**src/sitc_pkg.sv**
```systemverilog
// ----------------------------------------------------------------------------
// sitc_pkg: shared definitions for the spiral index to coordinate unit.
// Holds the coordinate width, the index limit and the per-stage control type.
// ----------------------------------------------------------------------------
package sitc_pkg;

   localparam int COORD_WIDTH = 30;

   // Indices above this limit are flagged and give the origin.
   localparam logic [63:0] SPIRAL_MAX_INDEX = 64'd1000000000000000000;

   typedef struct packed {
      logic valid;
      logic too_large;
   } sitc_ctl_type;

endpackage

```
**src/sitc_isqrt.sv**
```systemverilog
// ----------------------------------------------------------------------------
// sitc_isqrt: pipelined exact integer square root.
// One root bit is resolved per register stage, most significant pair first.
// The index and the control bits travel with each item.
// ----------------------------------------------------------------------------
module sitc_isqrt
   import sitc_pkg::*;
#(
   parameter int INDEX_WIDTH = 60
) (
   input  logic                                clock,
   input  logic                                reset,
   input  logic                                advance,
   input  sitc_ctl_type                        in_ctl,
   input  logic [INDEX_WIDTH-1:0]              in_index,
   output sitc_ctl_type                        out_ctl,
   output logic [INDEX_WIDTH-1:0]              out_index,
   output logic [(INDEX_WIDTH + 1) / 2 - 1:0]  out_root
);

   localparam int ROOT_WIDTH = (INDEX_WIDTH + 1) / 2;
   localparam int PAD_WIDTH  = 2 * ROOT_WIDTH;
   localparam int REM_WIDTH  = ROOT_WIDTH + 2;

   sitc_ctl_type            ctl_ff   [ROOT_WIDTH];
   logic [INDEX_WIDTH-1:0]  index_ff [ROOT_WIDTH];
   logic [REM_WIDTH-1:0]    rem_ff   [ROOT_WIDTH];
   logic [ROOT_WIDTH-1:0]   root_ff  [ROOT_WIDTH];

   for (genvar i = 0; i < ROOT_WIDTH; i++) begin : g_digit
      sitc_ctl_type            ctl_prev;
      logic [INDEX_WIDTH-1:0]  index_prev;
      logic [REM_WIDTH-1:0]    rem_prev;
      logic [ROOT_WIDTH-1:0]   root_prev;
      logic [PAD_WIDTH-1:0]    pad_index;
      logic [1:0]              pair;
      logic [REM_WIDTH-1:0]    rem_shift;
      logic [REM_WIDTH-1:0]    trial;
      logic [REM_WIDTH-1:0]    rem_diff;
      logic                    fits;
      logic [REM_WIDTH-1:0]    rem_in;
      logic [ROOT_WIDTH-1:0]   root_in;

      if (i == 0) begin : g_first
         assign ctl_prev   = in_ctl;
         assign index_prev = in_index;
         assign rem_prev   = '0;
         assign root_prev  = '0;
      end else begin : g_next
         assign ctl_prev   = ctl_ff[i-1];
         assign index_prev = index_ff[i-1];
         assign rem_prev   = rem_ff[i-1];
         assign root_prev  = root_ff[i-1];
      end

      // The remainder stays at most twice the partial root, so its top two bits
      // are zero before the shift and the trial value fits the same width.
      always_comb begin
         pad_index = PAD_WIDTH'(index_prev);
         pair      = pad_index[PAD_WIDTH-1-2*i -: 2];
         rem_shift = {rem_prev[REM_WIDTH-3:0], pair};
         trial     = {root_prev, 2'b01};
         rem_diff  = rem_shift - trial;
         fits      = (rem_shift >= trial);
         rem_in    = fits ? rem_diff : rem_shift;
         root_in   = {root_prev[ROOT_WIDTH-2:0], fits};
      end

      always_ff @(posedge clock) begin
         if (reset) begin
            ctl_ff[i] <= '0;
         end else if (advance) begin
            ctl_ff[i] <= ctl_prev;
         end
      end

      always_ff @(posedge clock) begin
         if (advance) begin
            index_ff[i] <= index_prev;
            rem_ff[i]   <= rem_in;
            root_ff[i]  <= root_in;
         end
      end
   end

   assign out_ctl   = ctl_ff[ROOT_WIDTH-1];
   assign out_index = index_ff[ROOT_WIDTH-1];
   assign out_root  = root_ff[ROOT_WIDTH-1];

endmodule
```
**config.mk**
```make
export PLATFORM = sky130hd
export DESIGN_NAME = sitc_isqrt
export DESIGN_NICKNAME = d
export VERILOG_FILES = /design/src/sitc_pkg.sv /design/src/sitc_isqrt.sv
export SDC_FILE = /design/constraint.sdc
export NUM_CORES = 2
export LEC_CHECK = 0
export BUFFER_PORTS_ARGS = -buffer_cell sky130_fd_sc_hd__clkbuf_2
export CORE_MARGIN = 2
export CORE_UTILIZATION = 25
export CTS_CLUSTER_SIZE = 14
export DETAILED_ROUTE_END_ITERATION = 16
export GPL_TIMING_DRIVEN = 0
export PLACE_DENSITY = 0.42
export RECOVER_POWER = 25
export SETUP_SLACK_MARGIN = 0.4
export SLEW_MARGIN = 20
export SYNTH_ARGS = -nofsm -noshare
export SYNTH_HDL_FRONTEND = slang
export SYNTH_SLANG_ARGS = --single-unit
```
**constraint.sdc**
```tcl
create_clock -name clock -period 5.4 [get_ports clock]
set_clock_uncertainty 0.2 [all_clocks]
set_input_delay 0.27 -clock clock [delete_from_list [all_inputs] [get_ports clock]]
set_output_delay 0.27 -clock clock [all_outputs]
set_load 0.02 [all_outputs]
```
==> run_results.csv <==
group,metric,value,unit
run_status,status,"completed",
timing,setup_viol_count_final,0,
synth,synth_fa_ha_area_frac,0.04781,
synth,ys_seq_area_frac,0.7279,
worst_setup_path,crit_path_cell_trace,"inv_1, ha_1, nand2_1, o21ai_0, a211oi_1, o21ba_2, o211ai_1, clkbuf_1, buf_1, a21oi_1",
power_and_ir_drop,power,66.60,mW
synth,synth.cell_area,0.1301,mm2
power_and_ir_drop,intPower,49.00,mW
synth,synth_mux_area_frac,0.006147,
timing,holdWs,0.1627,ns
timing,setup_tns,0,ns
power_and_ir_drop,leakage,55.87,nW
worst_setup_path,rr_startpoint,"root_ff[0][454]",
worst_setup_path,r2r_cells,10,
power_and_ir_drop,power_frac_comb,0.155,
drt,drc_errors,0,
drt,num_vias,70169,
run,drv_cap,0,
timing,hold_viol,0,
worst_setup_path,r2r_end,"rem_ff[1][11]",
power_and_ir_drop,power.density,433.0,mW/mm2
synth,yosysWarnings,0,
synth,synth_nets,9287,
timing,slew-limit-headroom,0.3401,
clock_network,root_buffer,"clkbuf_16",
worst_setup_path,critPathLaunch,"root_ff[0][454]",
synth,synthSimpleGateAreaFrac,0.07622,
synth,synth_xor_area_frac,0.04579,
grt,grt_util_all_layers,0.09826,
clock_network,postCtsSetupRepairBufs,0,
synth,syn_inst,8725,
floorplanning,die_w,725.3,um
synth,synth_edf_count,3153,
worst_setup_path,crit_fanout,10,
synth,synth.distinct_cells,92,
timing,finalWorstSetupSlack,0.5417,ns
synth,ys.flop_type,"edfxtp_1",
worst_setup_path,path_delay_family,"compound AO/OA/AOI/OAI gates",
synth,synth.most_common_cell,"edfxtp_1",
clock_network,cts.clk_slew.worst_paths,0.06,ns
power_and_ir_drop,power_switching,17.60,mW
synth,synth_top_area_share,0.7279,
clock_network,cts_tree,"built",
hold_path,hold_path.class,"reg2reg",
final_layout,area_growth,18.24,%
power_and_ir_drop,ir_drop,0.0002519,V
final_layout,drive_gt1_frac,0.08828,
floorplanning,die_h,725.3,um
synth,synth_common_cells,"edfxtp_1 (3153), inv_1 (633), nand2_1 (609)",
hold_path,hold_depth,0,
placement,dp_hpwl,185400,um
synth,syn_area_per_cell,14.91,um2
timing,clock.fmax,205.8,MHz
synth,synth_area_leaders,"edfxtp_1 (73%), ha_1 (4.8%), xnor2_1 (2.5%)",
worst_setup_path,required,5.80,ns
timing,finalCritPeriodShare,0.8997,
final_layout,stdcell_area,0.1538,mm2
grt,grt_pass1_wl,414800,um
floorplanning,core.rowCount,264,
drt,wire_per_inst,16.09,um
power_and_ir_drop,switching_share,0.2642,
worst_setup_path,critical_path.max_stage_delay,0.72,ns
power_and_ir_drop,p_seq_frac,0.475,
clock_network,cts_max_path_buffers,4,
grt,antenna_found_initial,6,
final_layout,final.fill_count,51576,
final_layout,fin_nets,9978,
synth,yosysTopAreaCell,"edfxtp_1",
grt,grt_start_max_net_pins,100,
synth,ys_ff_latch,3153,
timing,grt_setup_unrepaired,"false",
clock_network,cts_sinks,3153,
power_and_ir_drop,pwr-share-clk,0.370,
worst_setup_path,cpMaxStageDelayCell,"o21ai_0",
floorplanning,dieArea,0.5261,mm2
hold_path,hold_path.startpoint,"index_ff[0][343]",
grt,grt_pass1_vias,71658,
drt,firstDrtPassIters,6,
worst_setup_path,endpoint_kind,"register",
drt,drt_iter0_drc,5168,
floorplanning,ioPinCount,157,
worst_setup_path,cp.buffers_inverters,3,
worst_setup_path,cp-start-kind,"register",
synth,synth_top_family_by_area,"simple AND/OR/NAND/NOR gates",
drt,viasPerCell,4.220,
drt,drt-total-wl,267500,um
synth,async_flop_share,0,
placement,dpl_cell_area,0.1406,mm2
worst_setup_path,rrSetupSlack,0.54,ns
placement,gp_congestion,0.8579,
timing,worstMarginPinSlew,0.9823,ns
timing,maxSlewViolCount,0,
clock_network,htreeDepth,5,
clock_network,numCtsBuffers,368,
placement,port_buffers,156,
clock_network,insertion_delay,0.97,ns
worst_setup_path,path_class,"reg2reg",
timing,period_minus_slack,4.858,ns
synth,synth_compound_area_frac,0.07393,
floorplanning,core_area,0.5176,mm2
hold_path,min_to,"index_ff[0][403]",
drt,drt.antenna.violating_nets,0,
placement,pre_cts_ws,0.4151,ns
floorplanning,start_util,0.2513,
worst_setup_path,critPathArrivalTime,5.26,ns
grt,grt_overflow,0,
## how the worst max path moves through the flow
| stage | end | slack (ns) | cells past startpoint |
|---|---|---|---|
| global route | rem_ff[1][8] | 0.41 | 10 |
| CTS | rem_ff[1][12] | 0.41 | 10 |
| global placement | ctl_ff[0][1] | -54.31 | 2 |
| detailed placement | rem_ff[1][12] | 0.42 | 10 |
| finish | rem_ff[1][11] | 0.54 | 10 |
| floorplan | rem_ff[1][392] | 1.98 | 11 |
## sequential cells by signal, indices dropped and copies added (netlist names)
name	cells
ctl_ff	60
root_ff	465
rem_ff	828
index_ff	1800
## cell usage in the layout, fill, tap and decap left out, types with 22 or more instances in the layout
cell type / Yosys / routed
o21a_1: 84 / 84
xnor2_1: 364 / 364
nand4_1: 77 / 77
edfxtp_1: 3153 / 3153
clkinv_1: 0 / 79
mux2_2: 63 / 63
o21bai_1: 36 / 36
xor2_1: 316 / 316
ha_1: 497 / 497
a31oi_1: 46 / 46
or3_1: 65 / 65
a21o_1: 193 / 193
o31ai_1: 53 / 53
nand3_1: 121 / 121
nor2_1: 419 / 419
bufinv_16: 0 / 40
clkbuf_2: 0 / 155
nand2b_1: 94 / 94
dlygate4sd3_1: 0 / 127
nand2_1: 609 / 609
and2_1: 89 / 89
a21boi_0: 29 / 29
nor4_1: 79 / 78
inv_1: 633 / 633
and3_1: 40 / 40
a21oi_1: 422 / 422
or4_1: 36 / 36
clkinv_2: 0 / 42
buf_16: 0 / 38
a211oi_1: 38 / 37
clkbuf_16: 0 / 372
or2_2: 23 / 22
nor3_1: 170 / 170
nor2b_1: 80 / 80
o21ai_0: 486 / 486
clkbuf_1: 96 / 174
## what timing repair did
action                                  CTS  global route
endpoints found under the hold margin   244             0
endpoints found under the setup margin    0            12
resized for setup                         0             2
hold buffers                            127             0
## cells by family (layout without fill, tap and decap cells)
logic type,after synthesis,after routing
flip-flops,3153,3153
AND/OR/NAND/NOR,2003,2003
AO/OA/AOI/OAI,1561,1561
buffers and inverters,758,1741
XOR/XNOR,680,680
adder cells (fa/ha/maj),497,497
multiplexers,72,72
other,1,4
## metal layers
metal | GRT usage | wire length [um]
met5 | 0 | 0
met4 | 0.03650 | 9793
met3 | 0.01617 | 11990
met2 | 0.1704 | 130800
met1 | 0.1227 | 114900
## stage by stage
step	util	std cells
floorplan	-	8725
global placement	0.2695	15797
detailed placement	0.2716	15835
CTS	0.2971	16624
global route	0.2971	16625
finish	0.2971	16627
## layout make-up
class | count | area [um2] | share of cell area
buffer | 122 | 496.7 | 0.003230
inverter | 636 | 2387 | 0.01552
tap | 6916 | 8653 | 0.05626
multi-input combinational | 4814 | 32540 | 0.2116
clock inverter | 212 | 2331 | 0.01516
sequential | 3153 | 94680 | 0.6156
clock buffer | 450 | 9602 | 0.06243
antenna | 3 | 7.507 | 0.00004881
timing repair buffer | 321 | 3107 | 0.02020
## power by group through the flow
stage | Clock [mW] | Combinational, mW | Sequential [mW]
after detailed placement | 0 | 10.2 | 32.2
after floorplan | 0 | 7.18 | 31.6
after global routing | 26.7 | 11.5 | 32.0
final | 24.6 | 10.3 | 31.7
after global placement | 0 | 8.59 | 34.1
after CTS | 25.8 | 10.4 | 31.7
No activity file was read; power rests on OpenSTA's default activity.
